**src/rtl/rgbcc_pkg.sv**
```systemverilog
// shared types and constants for the rgb lamp color wheel and command controller
// no dependencies
package rgbcc_pkg;

   localparam logic [1:0] FUNC_TICK = 2'd0;
   localparam logic [1:0] FUNC_DIAL = 2'd1;
   localparam logic [1:0] FUNC_RF   = 2'd2;
   localparam logic [1:0] FUNC_KEY  = 2'd3;

   localparam logic [1:0] CSR_STEP  = 2'd0;
   localparam logic [1:0] CSR_UPPER = 2'd1;
   localparam logic [1:0] CSR_LOWER = 2'd2;
   localparam logic [1:0] CSR_HOLD  = 2'd3;

   localparam logic [3:0] OP_TEST0  = 4'd0;
   localparam logic [3:0] OP_TEST1  = 4'd1;
   localparam logic [3:0] OP_VOLUME = 4'd2;
   localparam logic [3:0] OP_MODE   = 4'd3;
   localparam logic [3:0] OP_COLOR  = 4'd4;
   localparam logic [3:0] OP_DUTY   = 4'd5;

   localparam logic [1:0] MODE_NIGHT = 2'd1;
   localparam logic [1:0] MODE_COLOR = 2'd2;

   localparam logic [14:0] PERIOD_DIVIDEND = 15'h6400;
   localparam logic [6:0]  DUTY_RESET      = 7'd100;
   localparam logic [14:0] PERIOD_RESET    = 15'd256;
   localparam int          DIV_STEPS       = 15;

   // controller to datapath
   typedef struct packed {
      logic apply;      // one-cycle strobe that runs the item update
      logic div_start;  // load the divider
      logic div_step;   // one quotient bit
      logic div_done;   // write period
      logic rsp_load;   // capture result
   } cmd_type;

   // datapath to controller
   typedef struct packed {
      logic need_div;
   } sts_type;

endpackage

```
**src/rtl/rgbcc_ctrl.sv**
```systemverilog
// controller state machine: sequences apply, divide and result transfer
// depends on rgbcc_pkg
module rgbcc_ctrl (
   input  logic               clock,
   input  logic               reset,
   input  logic               req_tvalid,
   output logic               req_tready,
   output logic               rsp_tvalid,
   input  logic               rsp_tready,
   input  rgbcc_pkg::sts_type sts,
   output rgbcc_pkg::cmd_type cmd
);

   typedef enum logic [3:0] {
      ST_IDLE  = 4'b0001,
      ST_APPLY = 4'b0010,
      ST_DIV   = 4'b0100,
      ST_DONE  = 4'b1000
   } state_type;

   state_type state_ff, state_in;
   logic [3:0] cnt_ff, cnt_in;
   logic       vld_ff, vld_in;

   // a new item only starts when the result register is free or draining
   assign req_tready = !reset && (state_ff == ST_IDLE) && (!vld_ff || rsp_tready);
   assign rsp_tvalid = vld_ff;

   always_comb begin
      state_in = state_ff;
      cnt_in   = cnt_ff;
      vld_in   = vld_ff && !rsp_tready;
      cmd      = '0;
      unique case (state_ff)
         ST_IDLE: begin
            if (req_tvalid && req_tready) state_in = ST_APPLY;
         end
         ST_APPLY: begin
            cmd.apply = 1'b1;
            if (sts.need_div) begin
               cmd.div_start = 1'b1;
               cnt_in   = 4'(rgbcc_pkg::DIV_STEPS - 1);
               state_in = ST_DIV;
            end else begin
               state_in = ST_DONE;
            end
         end
         ST_DIV: begin
            cmd.div_step = 1'b1;
            cnt_in = cnt_ff - 4'd1;
            if (cnt_ff == 4'd0) begin
               cmd.div_done = 1'b1;
               state_in = ST_DONE;
            end
         end
         ST_DONE: begin
            cmd.rsp_load = 1'b1;
            vld_in   = 1'b1;
            state_in = ST_IDLE;
         end
         default: state_in = ST_IDLE;
      endcase
   end

   always_ff @(posedge clock) begin
      if (reset) begin
         state_ff <= ST_IDLE;
         cnt_ff   <= '0;
         vld_ff   <= 1'b0;
      end else begin
         state_ff <= state_in;
         cnt_ff   <= cnt_in;
         vld_ff   <= vld_in;
      end
   end

   a_one_hot: assert property (@(posedge clock) disable iff (reset) $onehot(state_ff))
      else $error("state not one-hot");
   a_load_sets_valid: assert property (@(posedge clock) disable iff (reset)
      cmd.rsp_load |=> rsp_tvalid) else $error("result not shown");
   a_no_accept_busy: assert property (@(posedge clock) disable iff (reset)
      (state_ff != ST_IDLE) |-> !req_tready) else $error("accept while busy");

endmodule

```
**src/rtl/rgbcc_datapath.sv**
```systemverilog
// datapath: lamp state, item update, restoring divider and result register
// depends on rgbcc_pkg
module rgbcc_datapath (
   input  logic               clock,
   input  logic               reset,
   input  logic               csr_we,
   input  logic [1:0]         csr_addr,
   input  logic [7:0]         csr_wdata,
   input  logic               req_accept,
   input  logic [1:0]         in_func,
   input  logic               in_cw,
   input  logic [7:0]         in_head,
   input  logic [7:0]         in_a1,
   input  logic [7:0]         in_a2,
   input  logic [7:0]         in_a3,
   input  rgbcc_pkg::cmd_type cmd,
   output rgbcc_pkg::sts_type sts,
   output logic [55:0]        rsp_data
);

   logic [7:0] step_ff, upper_ff, lower_ff, holdc_ff;
   logic [7:0] tr_ff, tg_ff, tb_ff, cr_ff, cg_ff, cb_ff;
   logic [2:0] ph_ff;
   logic [7:0] hc_ff;
   logic [1:0] mode_ff, vol_ff;
   logic [6:0] duty_ff, cduty_ff, nduty_ff;
   logic [14:0] per_ff;
   logic [7:0] hdr_ff;
   // captured item
   logic [1:0] f_ff; logic cw_ff; logic [7:0] h_ff, a1_ff, a2_ff, a3_ff;
   logic rel_ff, chm_ff, vup_ff;
   // divider
   logic [14:0] q_ff; logic [6:0] rem_ff; logic [6:0] dv_ff;

   function automatic logic [7:0] rise(input logic [7:0] t, input logic [7:0] s,
                                       input logic [7:0] up);
      logic [8:0] sum;
      sum = {1'b0, t} + {1'b0, s};
      if (t < up) return sum[8] ? 8'hff : sum[7:0];
      return 8'hff;
   endfunction

   function automatic logic [7:0] fall(input logic [7:0] t, input logic [7:0] s,
                                       input logic [7:0] lo);
      if (t > lo) return (t > s) ? t - s : 8'd0;
      return 8'd0;
   endfunction

   function automatic logic [7:0] fade(input logic [7:0] c, input logic [7:0] t);
      if (c < t) return c + 8'd1;
      if (c > t) return c - 8'd1;
      return c;
   endfunction

   // item update, evaluated combinationally while cmd.apply is high
   logic [7:0] tr_n, tg_n, tb_n, cr_n, cg_n, cb_n, hc_n, hdr_n;
   logic [2:0] ph_n; logic [1:0] mode_n, vol_n;
   logic [6:0] duty_n, cduty_n, nduty_n;
   logic rel_n, chm_n, vup_n;
   logic [8:0] hc_inc;
   logic test_ok, guard;

   always_comb begin
      tr_n = tr_ff; tg_n = tg_ff; tb_n = tb_ff;
      cr_n = cr_ff; cg_n = cg_ff; cb_n = cb_ff;
      hc_n = hc_ff; ph_n = ph_ff; mode_n = mode_ff; vol_n = vol_ff;
      duty_n = duty_ff; cduty_n = cduty_ff; nduty_n = nduty_ff; hdr_n = hdr_ff;
      rel_n = 1'b0; chm_n = 1'b0; vup_n = 1'b0;
      hc_inc = {1'b0, hc_ff} + 9'd1;
      test_ok = (a1_ff == 8'h00 && a2_ff == 8'h00 && a3_ff == 8'h00) ||
                (a1_ff == 8'hff && a2_ff == 8'h00 && a3_ff == 8'hff);
      guard = (a2_ff == 8'h00) && (a3_ff == 8'h00 || a3_ff == 8'hff);
      unique case (f_ff)
         rgbcc_pkg::FUNC_TICK: begin
            cr_n = fade(cr_ff, tr_ff); cg_n = fade(cg_ff, tg_ff); cb_n = fade(cb_ff, tb_ff);
         end
         rgbcc_pkg::FUNC_DIAL: begin
            unique case (ph_ff)
               3'd0: if (cw_ff) begin
                  tr_n = rise(tr_ff, step_ff, upper_ff); tb_n = fall(tb_ff, step_ff, lower_ff);
                  if (cr_ff == 8'hff && cb_ff == 8'h00) begin ph_n = 3'd1; hc_n = '0; end
               end else begin
                  tr_n = fall(tr_ff, step_ff, lower_ff); tb_n = rise(tb_ff, step_ff, upper_ff);
                  if (cr_ff == 8'h00 && cb_ff == 8'hff) begin ph_n = 3'd5; hc_n = '0; end
               end
               3'd2: if (cw_ff) begin
                  tg_n = rise(tg_ff, step_ff, upper_ff); tr_n = fall(tr_ff, step_ff, lower_ff);
                  if (cg_ff == 8'hff && cr_ff == 8'h00) begin ph_n = 3'd3; hc_n = '0; end
               end else begin
                  tg_n = fall(tg_ff, step_ff, lower_ff); tr_n = rise(tr_ff, step_ff, upper_ff);
                  if (cg_ff == 8'h00 && cr_ff == 8'hff) begin ph_n = 3'd1; hc_n = '0; end
               end
               3'd4: if (cw_ff) begin
                  tb_n = rise(tb_ff, step_ff, upper_ff); tg_n = fall(tg_ff, step_ff, lower_ff);
                  if (cb_ff == 8'hff && cg_ff == 8'h00) begin ph_n = 3'd5; hc_n = '0; end
               end else begin
                  tb_n = fall(tb_ff, step_ff, lower_ff); tg_n = rise(tg_ff, step_ff, upper_ff);
                  if (cb_ff == 8'h00 && cg_ff == 8'hff) begin ph_n = 3'd3; hc_n = '0; end
               end
               3'd1, 3'd3, 3'd5: begin
                  hc_n = hc_inc[7:0];
                  if (hc_inc[7:0] >= holdc_ff) begin
                     hc_n = '0;
                     // hold phases step one either way, wrapping over six
                     if (cw_ff) ph_n = (ph_ff == 3'd5) ? 3'd0 : ph_ff + 3'd1;
                     else ph_n = ph_ff - 3'd1;
                  end
               end
               default: ;
            endcase
         end
         rgbcc_pkg::FUNC_KEY: chm_n = 1'b1;
         rgbcc_pkg::FUNC_RF: begin
            if (hdr_ff != {4'd0, h_ff[7:4]}) begin
               hdr_n = {4'd0, h_ff[7:4]};
               unique case (h_ff[3:0])
                  rgbcc_pkg::OP_TEST0, rgbcc_pkg::OP_TEST1: chm_n = test_ok;
                  rgbcc_pkg::OP_VOLUME:
                     if (guard && a1_ff >= 8'd1 && a1_ff <= 8'd3) begin
                        vol_n = 2'(8'd3 - a1_ff); vup_n = 1'b1;
                     end
                  rgbcc_pkg::OP_MODE:
                     if (guard && a1_ff <= 8'd1) begin
                        if (a1_ff == 8'd0) begin
                           mode_n = rgbcc_pkg::MODE_COLOR; duty_n = cduty_ff;
                        end else begin
                           mode_n = rgbcc_pkg::MODE_NIGHT; duty_n = nduty_ff;
                        end
                        rel_n = (duty_n != duty_ff);
                     end
                  rgbcc_pkg::OP_COLOR: begin
                     mode_n = rgbcc_pkg::MODE_COLOR;
                     tr_n = a1_ff; tg_n = a2_ff; tb_n = a3_ff;
                  end
                  rgbcc_pkg::OP_DUTY:
                     if (guard && a1_ff <= 8'd100) begin
                        duty_n = a1_ff[6:0];
                        rel_n = (duty_n != duty_ff);
                        if (mode_ff == rgbcc_pkg::MODE_COLOR) cduty_n = duty_n;
                        else nduty_n = duty_n;
                     end
                  default: ;
               endcase
            end
         end
         default: ;
      endcase
   end

   assign sts.need_div = rel_n && (duty_n != 7'd0);

   // restoring divide of the fixed dividend, one quotient bit per cycle
   logic [7:0] trial;
   assign trial = {rem_ff, q_ff[14]} - {1'b0, dv_ff};

   always_ff @(posedge clock) begin
      if (reset) begin
         step_ff <= 8'd5; upper_ff <= 8'd250; lower_ff <= 8'd5; holdc_ff <= 8'd10;
         tr_ff <= '0; tg_ff <= '0; tb_ff <= '0; cr_ff <= '0; cg_ff <= '0; cb_ff <= '0;
         ph_ff <= '0; hc_ff <= '0; mode_ff <= rgbcc_pkg::MODE_COLOR; vol_ff <= '0;
         duty_ff <= rgbcc_pkg::DUTY_RESET; cduty_ff <= rgbcc_pkg::DUTY_RESET;
         nduty_ff <= rgbcc_pkg::DUTY_RESET; per_ff <= rgbcc_pkg::PERIOD_RESET;
         hdr_ff <= 8'hff; rel_ff <= 1'b0; chm_ff <= 1'b0; vup_ff <= 1'b0;
      end else begin
         if (csr_we) begin
            unique case (csr_addr)
               rgbcc_pkg::CSR_STEP:  step_ff  <= csr_wdata;
               rgbcc_pkg::CSR_UPPER: upper_ff <= csr_wdata;
               rgbcc_pkg::CSR_LOWER: lower_ff <= csr_wdata;
               rgbcc_pkg::CSR_HOLD:  holdc_ff <= csr_wdata;
               default: ;
            endcase
         end
         if (cmd.apply) begin
            tr_ff <= tr_n; tg_ff <= tg_n; tb_ff <= tb_n;
            cr_ff <= cr_n; cg_ff <= cg_n; cb_ff <= cb_n;
            ph_ff <= ph_n; hc_ff <= hc_n; mode_ff <= mode_n; vol_ff <= vol_n;
            duty_ff <= duty_n; cduty_ff <= cduty_n; nduty_ff <= nduty_n; hdr_ff <= hdr_n;
            rel_ff <= rel_n; chm_ff <= chm_n; vup_ff <= vup_n;
            if (rel_n && duty_n == 7'd0) per_ff <= '0;
         end
         if (cmd.div_done) per_ff <= trial[7] ? {q_ff[13:0], 1'b0} : {q_ff[13:0], 1'b1};
      end
   end

   always_ff @(posedge clock) begin
      if (req_accept) begin
         f_ff <= in_func; cw_ff <= in_cw; h_ff <= in_head;
         a1_ff <= in_a1; a2_ff <= in_a2; a3_ff <= in_a3;
      end
      if (cmd.div_start) begin
         q_ff <= rgbcc_pkg::PERIOD_DIVIDEND; rem_ff <= '0; dv_ff <= duty_n;
      end else if (cmd.div_step && !cmd.div_done) begin
         if (trial[7]) begin
            rem_ff <= {rem_ff[5:0], q_ff[14]}; q_ff <= {q_ff[13:0], 1'b0};
         end else begin
            rem_ff <= trial[6:0]; q_ff <= {q_ff[13:0], 1'b1};
         end
      end
      if (cmd.rsp_load)
         rsp_data <= {3'd0, vup_ff, vol_ff, chm_ff, mode_ff, rel_ff, per_ff, duty_ff,
                      cb_ff, cg_ff, cr_ff};
   end

   a_div_nonzero: assert property (@(posedge clock) disable iff (reset)
      cmd.div_start |-> (duty_n != 7'd0)) else $error("divide by zero");
   a_period_rule: assert property (@(posedge clock) disable iff (reset)
      cmd.rsp_load && duty_ff == 7'd0 |-> per_ff == 15'd0) else $error("period mismatch");
   a_apply_alone: assert property (@(posedge clock) disable iff (reset)
      cmd.apply |-> !cmd.div_step && !cmd.rsp_load) else $error("command overlap");

endmodule

```
**src/rtl/rgb_color_wheel_and_command_controller.sv**
```systemverilog
// top level of the rgb lamp color wheel and command controller
// depends on rgbcc_pkg, rgbcc_ctrl and rgbcc_datapath
//
// usage:
//   req_* takes one item per transfer: fade tick, dial step, rf frame or key press.
//   rsp_* returns exactly one result per item: levels, duty, period and flags.
//   the user writes color_step (0), color_upper (1), color_lower (2), hold_count (3)
//   over csr_* only while the block is idle; the block does not enforce this. writes
//   take effect on the next clock edge.
// sequencing:
//   an accepted item runs the apply state, then the done state loads the result
//   register behind rsp_tvalid; a duty change to a nonzero value puts the divide state
//   between them, where the period 25600/duty comes from a restoring divider that
//   retires one quotient bit per cycle. one item is processed at a time.
// reset (synchronous, active high) restores the documented power-on state;
// req_tready is low while reset is high.
// when the receiver stalls the result holds in the output register; a new item
// is accepted in the cycle the held result transfers.
module rgb_color_wheel_and_command_controller (
   input  logic        clock,
   input  logic        reset,
   input  logic        req_tvalid,
   output logic        req_tready,
   input  logic [39:0] req_tdata,  // dial_clockwise, rf_head, rf_arg1, rf_arg2, rf_arg3
   input  logic [1:0]  req_tuser,  // func
   output logic        rsp_tvalid,
   input  logic        rsp_tready,
   // red, green, blue, duty_percent, timer_period, period_reload, lamp_mode,
   // play_chime, volume_level, volume_update
   output logic [55:0] rsp_tdata,
   input  logic        csr_we,
   input  logic [1:0]  csr_addr,
   input  logic [7:0]  csr_wdata
);

   rgbcc_pkg::cmd_type cmd;
   rgbcc_pkg::sts_type sts;

   rgbcc_ctrl u_ctrl (
      .clock(clock), .reset(reset),
      .req_tvalid(req_tvalid), .req_tready(req_tready),
      .rsp_tvalid(rsp_tvalid), .rsp_tready(rsp_tready),
      .sts(sts), .cmd(cmd)
   );

   rgbcc_datapath u_dp (
      .clock(clock), .reset(reset),
      .csr_we(csr_we), .csr_addr(csr_addr), .csr_wdata(csr_wdata),
      .req_accept(req_tvalid && req_tready),
      .in_func(req_tuser), .in_cw(req_tdata[0]),
      .in_head(req_tdata[8:1]), .in_a1(req_tdata[16:9]),
      .in_a2(req_tdata[24:17]), .in_a3(req_tdata[32:25]),
      .cmd(cmd), .sts(sts), .rsp_data(rsp_tdata)
   );

endmodule

```
**config.mk**
```make
export PLATFORM = sky130hd
export DESIGN_NAME = rgb_color_wheel_and_command_controller
export DESIGN_NICKNAME = d
export VERILOG_FILES = /design/src/rtl/rgbcc_pkg.sv /design/src/rtl/rgbcc_ctrl.sv /design/src/rtl/rgbcc_datapath.sv /design/src/rtl/rgb_color_wheel_and_command_controller.sv
export SDC_FILE = /design/constraint.sdc
export NUM_CORES = 1
export LEC_CHECK = 0
export ABC_AREA = 1
export BUFFER_PORTS_ARGS = -buffer_cell sky130_fd_sc_hd__buf_4
export CORE_ASPECT_RATIO = 1.1
export CORE_MARGIN = 1.5
export CORE_UTILIZATION = 45
export DETAILED_ROUTE_END_ITERATION = 6
export MAX_ROUTING_LAYER = met4
export PLACE_DENSITY = 0.75
export REMOVE_ABC_BUFFERS = 1
export SYNTH_ARGS = -nofsm -noshare
export SYNTH_HDL_FRONTEND = slang
export SYNTH_HIERARCHICAL = 1
export SYNTH_SLANG_ARGS = --single-unit
```
**constraint.sdc**
```tcl
create_clock -name clock -period 2.85 [get_ports clock]
set_clock_uncertainty 0.2 [all_clocks]
set_input_delay 0.1425 -clock clock [delete_from_list [all_inputs] [get_ports clock]]
set_output_delay 0.1425 -clock clock [all_outputs]
set_load 0.01 [all_outputs]
```
==> results of run 1 <==
[area by class of cell]
| cell class | instances | area [um2] | share of cell area, % |
|---|---|---|---|
| Multi-Input combinational cell | 1395 | 8800 | 42.5 |
| Sequential cell | 265 | 6260 | 30.2 |
| Timing Repair Buffer | 358 | 3010 | 14.5 |
| Inverter | 292 | 1100 | 5.33 |
| Clock buffer | 35 | 757 | 3.65 |
| Tap cell | 444 | 556 | 2.68 |
| Clock inverter | 16 | 229 | 1.10 |
[worst reg2reg max path, delay by kind of cell (launching register included)]
family | cells | cell delay, ns
DFF | 1 | 0.49
buffers and inverters | 6 | 0.72
AOI/OAI and AO/OA | 3 | 0.33
and+or+nand+nor | 9 | 0.96
[logic make-up after synthesis]
logic type               synth area share (%)
AND/OR/NAND/NOR                          20.1
XOR/XNOR                                 2.79
flip-flops                               39.1
adder cells (fa/ha/maj)                  12.5
AO/OA/AOI/OAI                            17.2
other                                  0.0234
buffers and inverters                    8.36
[worst max path at each step]
stage,start,to,slack [ns],cells after the start
after floorplan,u_ctrl/cnt_ff[0],u_dp/rem_ff[3],-0.60,9
after global placement,u_dp/a3_ff[1],u_dp/rem_ff[5],0.001,19
after detailed placement,u_dp/a3_ff[1],u_dp/rem_ff[5],-0.06,19
after CTS,u_dp/a2_ff[0],u_dp/rem_ff[5],0.003,18
after global routing,u_dp/a1_ff[3],u_dp/rem_ff[6],-0.12,18
final,u_dp/a1_ff[7],u_dp/rem_ff[6],0.04,18
[power by group through the flow]
stage | registers, W | clock network [W] | logic [W]
3_5_place_dp | 0.00420 | 0 | 0.00105
5_1_grt | 0.00412 | 0.00410 | 0.00132
6_report | 0.00412 | 0.00390 | 0.00120
2_1_floorplan | 0.00420 | 0 | 0.000573
3_3_place_gp | 0.00419 | 0 | 0.00102
4_1_cts | 0.00411 | 0.00396 | 0.00113
[synth_stat cells (all sizes together) (11+ instances only)]
master	count
nor3	24
o21bai	11
buf	17
ha	149
edfxtp	95
nor4	12
o21ai	162
nor2	150
dfxtp	170
a21oi	231
nand3	125
nand2	348
xor2	42
nand4	19
clkbuf	33
o211ai	36
inv	288
[metrics by stage]
stage / area, um2 / TNS [ns]
3_5_place_dp: 18400 / -0.0931
3_3_place_gp: 18400 / 0
4_1_cts: 20000 / 0
5_1_grt: 20700 / -1.26
6_report: 20700 / 0
2_1_floorplan: 15800 / -11.05
[repair_timing]
action	CTS	global route
buffers inserted	0	26
hold buffers	67	0
pin swaps	2	47
resized for setup	5	117
setup endpoints to repair	16	85
hold endpoints to repair	86	0
cloned	0	5
[layer usage]
layer,wire [um],up-vias,part of all wire (%)
met5,0,-,0
met4,1790,0,3.9
met3,2480,125,5.3
met2,22600,508,49
met1,19500,6995,42
li1,-,7429,-
==> impl_metrics.toml, run 1 <==
[global_route]
grt_usage_pct = 25.1
grt_max_degree = 94
first_global_vias = 14489
grt_pass1_wl_mm = 72.6
grt-ovfl-total = 0
grt_antenna_before_repair = 0
met1_usage_pct = 30.7
use_met2_pct = 42.1
met3_usage_pct = 2.74
grt_busiest_layer = "met2"

[setup_path]
crit_arrival_ns = 3.07
slowest_stage = "edfxtp_1"
end_kind = "flip-flop"
reg2reg_depth = 18
crit_required_ns = 3.11
cp_slowest_stage_delay_ns = 0.49
path_cells = "buf_4, inv_1, nand3_1, nand3_4, nand3_2, nand2_1, nand3_1, nand2_1, a21boi_2, nand2_2, nor2_4, a21oi_2, nand3_2, inv_2, clkinv_4, clkbuf_16, o211ai_1, inv_1"
cp.buffers_inverters = 6
r2r-end = "u_dp/rem_ff[6]"
cp-start-kind = "flip-flop"
critical_path_class = "flip-flop to flip-flop"
crit_family = "simple AND/OR/NAND/NOR gates"
cp_max_fo = 5
timing.rr.start = "u_dp/a1_ff[7]"
rrSetupSlack_ns = 0.04

[yosys]
synth_seq_cells = 265
netlist_instances = 1998
ys.flop_type = "dfxtp_1"
yosys.area.top_type = "dfxtp_1"
ys_top_cells_by_area = "dfxtp_1, edfxtp_1, ha_1"
synth_edf_count = 95
ys_warn_count = 6
synth_top_area_share_pct = 21.2
yosysUniqueCellTypes = 64
syn_area_mm2 = 0.0160
synthArstFlopShare_pct = 0
avgSynthCellArea_um2 = 8.02
synth_seq_area_share_pct = 39.1

[drt]
drt_iter0_drc = 1079
num_vias = 15057
viasPerCell = 5.37
antenna_left = 0
firstDrtPassIters = 7
drc = 1
drt-wirelength-per-cell_um = 16.5
finalWirelength_mm = 46.4

[timing]
rsz0062_at_grt = "true"
max_slew_margin_pct = 54.2
setup_viol = 0
fmax_ghz = 0.355
hold_violations = 0
period_needed_ns = 2.81
timing.hold.ws_ns = 0.0972
final.setup.worst_slack_ns = 0.0368
worst_pin_slew_ns = 0.686
fin_crit_sh_pct = 98.7
drv_slew = 0

[final_layout]
reg_top3 = "u_dp/rsp_data: 53 flops, u_dp/per_ff: 15 flops, u_dp/q_ff: 15 flops"
fillers = 3017
syn_to_final_growth_pct = 29.4
layout_common_cells = "nand2_1, buf_4, inv_1, a21oi_1, dfxtp_1"
final_cells = 2805
final_layout_size_suffix_gt1_share_pct = 21.3
final_common_cell = "nand2_1"
diodes = 0
largest-register = "u_dp/rsp_data"
postLayoutCoreUtil_pct = 59.0
largest_reg_flops = 53
nets = 2553

[power_and_ir_drop]
p_seq_share_pct = 44.7
total_leakage_power_nw = 9.78
ir_drop_uv = 431
power_w = 0.00921
power_frac_comb_pct = 13.0
power.switching_w = 0.00233
intPower_w = 0.00688
swShare_pct = 25.3
power_density_mw_per_mm2 = 444
p_clk_share_pct = 42.3

[worst_hold_path]
min_from = "req_tdata[8]"
hp-class = "input pin to flip-flop"
whs_path_depth = 2
min_to = "u_dp/h_ff[7]"

[place]
pre_cts_slack_ns = -0.0608
placedCellCount = 2656
hpwlAfterDp_mm = 33.4
place.gp.congestion = 0.942
port_buffers = 104

[floorplan]
row_count = 72
die-height_um = 201
start_util_pct = 45.6
ios = 115
core_area_mm2 = 0.0351
dieArea_mm2 = 0.0367
die_x_um = 183

[clock_tree]
path_clk_slew_ns = 0.06
cts_sinks = 265
cts_tree = "built"
root_buffer = "clkbuf_16"
numCtsBuffers = 28
ctsLongestPathBuffers = 3
clk_latency_ns = 0.57
htreeDepth = 1

[status]
status = "finished, violations left"
violations = "DRC"

[job]
drv_cap = 0
Power figures use the tool's default switching activity.
==> run 2: changes to the inputs <==
SYNTH_HIERARCHICAL = default   (was 1)
==> impl_metrics.toml, run 2 <==
[final_layout]
diodes = 0
syn_to_final_growth_pct = 28.7
layout_common_cells = "nand2_1, inv_1, buf_4, a21oi_1, dfxtp_1"
final_common_cell = "nand2_1"
largest-register = "u_dp.rsp_data"
nets = 2570
largest_reg_flops = 53
reg_top3 = "u_dp.rsp_data: 53 flops, u_dp.per_ff: 15 flops, u_dp.q_ff: 15 flops"
final_layout_size_suffix_gt1_share_pct = 19.2

[floorplan]
dieArea_mm2 = 0.0369
die-height_um = 201
core_area_mm2 = 0.0352
die_x_um = 183
start_util_pct = 45.7
ios = 115
row_count = 72

[timing]
drv_slew = 0
fmax_ghz = 0.349
setup_viol = 8
worst_pin_slew_ns = 0.876
period_needed_ns = 2.87
timing.hold.ws_ns = 0.0728
final.setup.worst_slack_ns = -0.0185
max_slew_margin_pct = 41.5
hold_violations = 0
fin_crit_sh_pct = 101
rsz0062_at_grt = "true"

[power_and_ir_drop]
power_density_mw_per_mm2 = 507
power_frac_comb_pct = 19.0
swShare_pct = 29.4
ir_drop_uv = 566
p_seq_share_pct = 41.9
p_clk_share_pct = 39.1
intPower_w = 0.00741
total_leakage_power_nw = 9.59
power_w = 0.0105
power.switching_w = 0.00309

[yosys]
syn_area_mm2 = 0.0161
ys.flop_type = "dfxtp_1"
synth_seq_cells = 265
synth_seq_area_share_pct = 38.9
netlist_instances = 2053
synthArstFlopShare_pct = 0
ys_warn_count = 0
synth_top_area_share_pct = 21.2
synth.top_cells.by_count = "nand2_1, inv_1, a21oi_1"
synth_edf_count = 95
synth_most_common_cell = "nand2_1"
ys_top_cells_by_area = "dfxtp_1, edfxtp_1, ha_1"
yosys.area.top_type = "dfxtp_1"
yosysUniqueCellTypes = 56
avgSynthCellArea_um2 = 7.83

[drt]
finalWirelength_mm = 46.2
drt-wirelength-per-cell_um = 16.2
viasPerCell = 5.30
drc = 1
num_vias = 15135
antenna_left = 0
drt_iter0_drc = 957
firstDrtPassIters = 7

[global_route]
grt_antenna_before_repair = 0
grt_usage_pct = 24.7
first_global_vias = 14432
grt_pass1_wl_mm = 71.7
grt_max_degree = 47
grt-ovfl-total = 0

[worst_hold_path]
hp-class = "input pin to flip-flop"
min_to = "u_dp.h_ff[0]"
min_from = "req_tdata[1]"
whs_path_depth = 2

[clock_tree]
path_clk_slew_ns = 0.07
root_buffer = "clkbuf_16"
cts_tree = "built"
cts_sinks = 265
ctsLongestPathBuffers = 3
htreeDepth = 1
clk_latency_ns = 0.58
numCtsBuffers = 29

[setup_path]
crit_required_ns = 3.17
cp-start-kind = "flip-flop"
rrSetupSlack_ns = -0.02
end_kind = "flip-flop"
cp_max_fo = 8
timing.rr.start = "u_dp.a3_ff[0]"
r2r-end = "u_dp.q_ff[5]"
crit_arrival_ns = 3.18
critical_path_class = "flip-flop to flip-flop"
reg2reg_depth = 19

[job]
drv_cap = 0

[status]
status = "finished, violations left"
violations = "DRC, setup timing"

[place]
hpwlAfterDp_mm = 33.1
pre_cts_slack_ns = -0.0550
port_buffers = 104
place.gp.congestion = 0.964
run 2: layout make-up:
class	count	area, um2
Multi-Input combinational cell	1438	8920
Fill cell	3052	14500
Timing Repair Buffer	319	2710
Clock inverter	20	250
Tap cell	481	602
Clock buffer	34	807
Inverter	300	1130
Sequential cell	265	6270
run 2: through the flow:
step	std cells	cell area [um2]	TNS (ns)	util (%)
after floorplan	2002	15800	-190.76	-
after global placement	2703	18200	-0.0149	51.6
after detailed placement	2703	18200	-0.341	51.6
after CTS	2828	19900	0	56.6
after global routing	2857	20700	-4.34	58.8
final	2857	20700	-0.0568	58.8
run 2: timing repair:
action / CTS / global route
endpoints found under the hold margin: 97 / 0
setup buffers: 2 / 28
hold buffers: 69 / 0
pin swaps: 1 / 46
resized for setup: 2 / 134
setup endpoints to repair: 27 / 87
gates cloned: 0 / 4
run 2: layer usage:
layer	global-route usage, %	part of all wire [%]	up-vias
li1	-	-	7482
met1	30.2	42	7117
met2	42.2	50	435
met3	2.52	4.6	101
met4	9.13	3.4	0
met5	-	0	-
run 2: worst max-delay path by stage:
stage	slack (ns)	endpoint	from
6_report	-0.02	u_dp.q_ff[5]	u_dp.a3_ff[0]
5_1_grt	-0.15	u_dp.q_ff[5]	u_dp.a3_ff[5]
4_1_cts	0.0006	u_dp.hc_ff[0]	u_dp.hc_ff[0]
3_5_place_dp	-0.06	u_dp.ph_ff[1]	u_dp.cg_ff[0]
3_3_place_gp	-0.008	u_dp.ph_ff[1]	u_dp.cg_ff[0]
2_1_floorplan	-3.54	u_dp.rsp_data[0]	u_ctrl.state_ff[0]
run 2: critical path, cell delays in order (launching register included):
cell and delay (ns):
edfxtp_1 0.41, inv_1 0.12, nand2_1 0.06, nor2_1 0.10, buf_4 0.15, nand2_2 0.08, a21oi_4 0.28, buf_6 0.16
nand3_2 0.06, nand3_2 0.07, nand2_2 0.06, a21oi_2 0.19, nand2_2 0.10, nor2_4 0.15, nand2_2 0.09, nand2_4 0.09
nor2_4 0.06, buf_6 0.13, clkbuf_16 0.16, a21oi_2 0.10
run 2: logic make-up after synthesis:
| kind of cell | count (synthesis) | share of synthesized area [%] |
|---|---|---|
| adders and majority gates | 160 | 12.8 |
| DFF | 265 | 38.9 |
| buffers and inverters | 353 | 8.61 |
| xor gates and xnor gates | 47 | 2.56 |
| AOI/OAI and AO/OA | 462 | 16.2 |
| and+or+nand+nor | 765 | 20.9 |
| other | 1 | 0.0233 |
run 2: power groups by stage:
| stage | combinational [W] | clock [W] | sequential, W |
|---|---|---|---|
| after floorplan | 0.00111 | 0 | 0.00446 |
| final | 0.00200 | 0.00410 | 0.00440 |
| after global routing | 0.00222 | 0.00432 | 0.00442 |
| after CTS | 0.00188 | 0.00416 | 0.00439 |
| after detailed placement | 0.00180 | 0 | 0.00447 |
| after global placement | 0.00174 | 0 | 0.00446 |
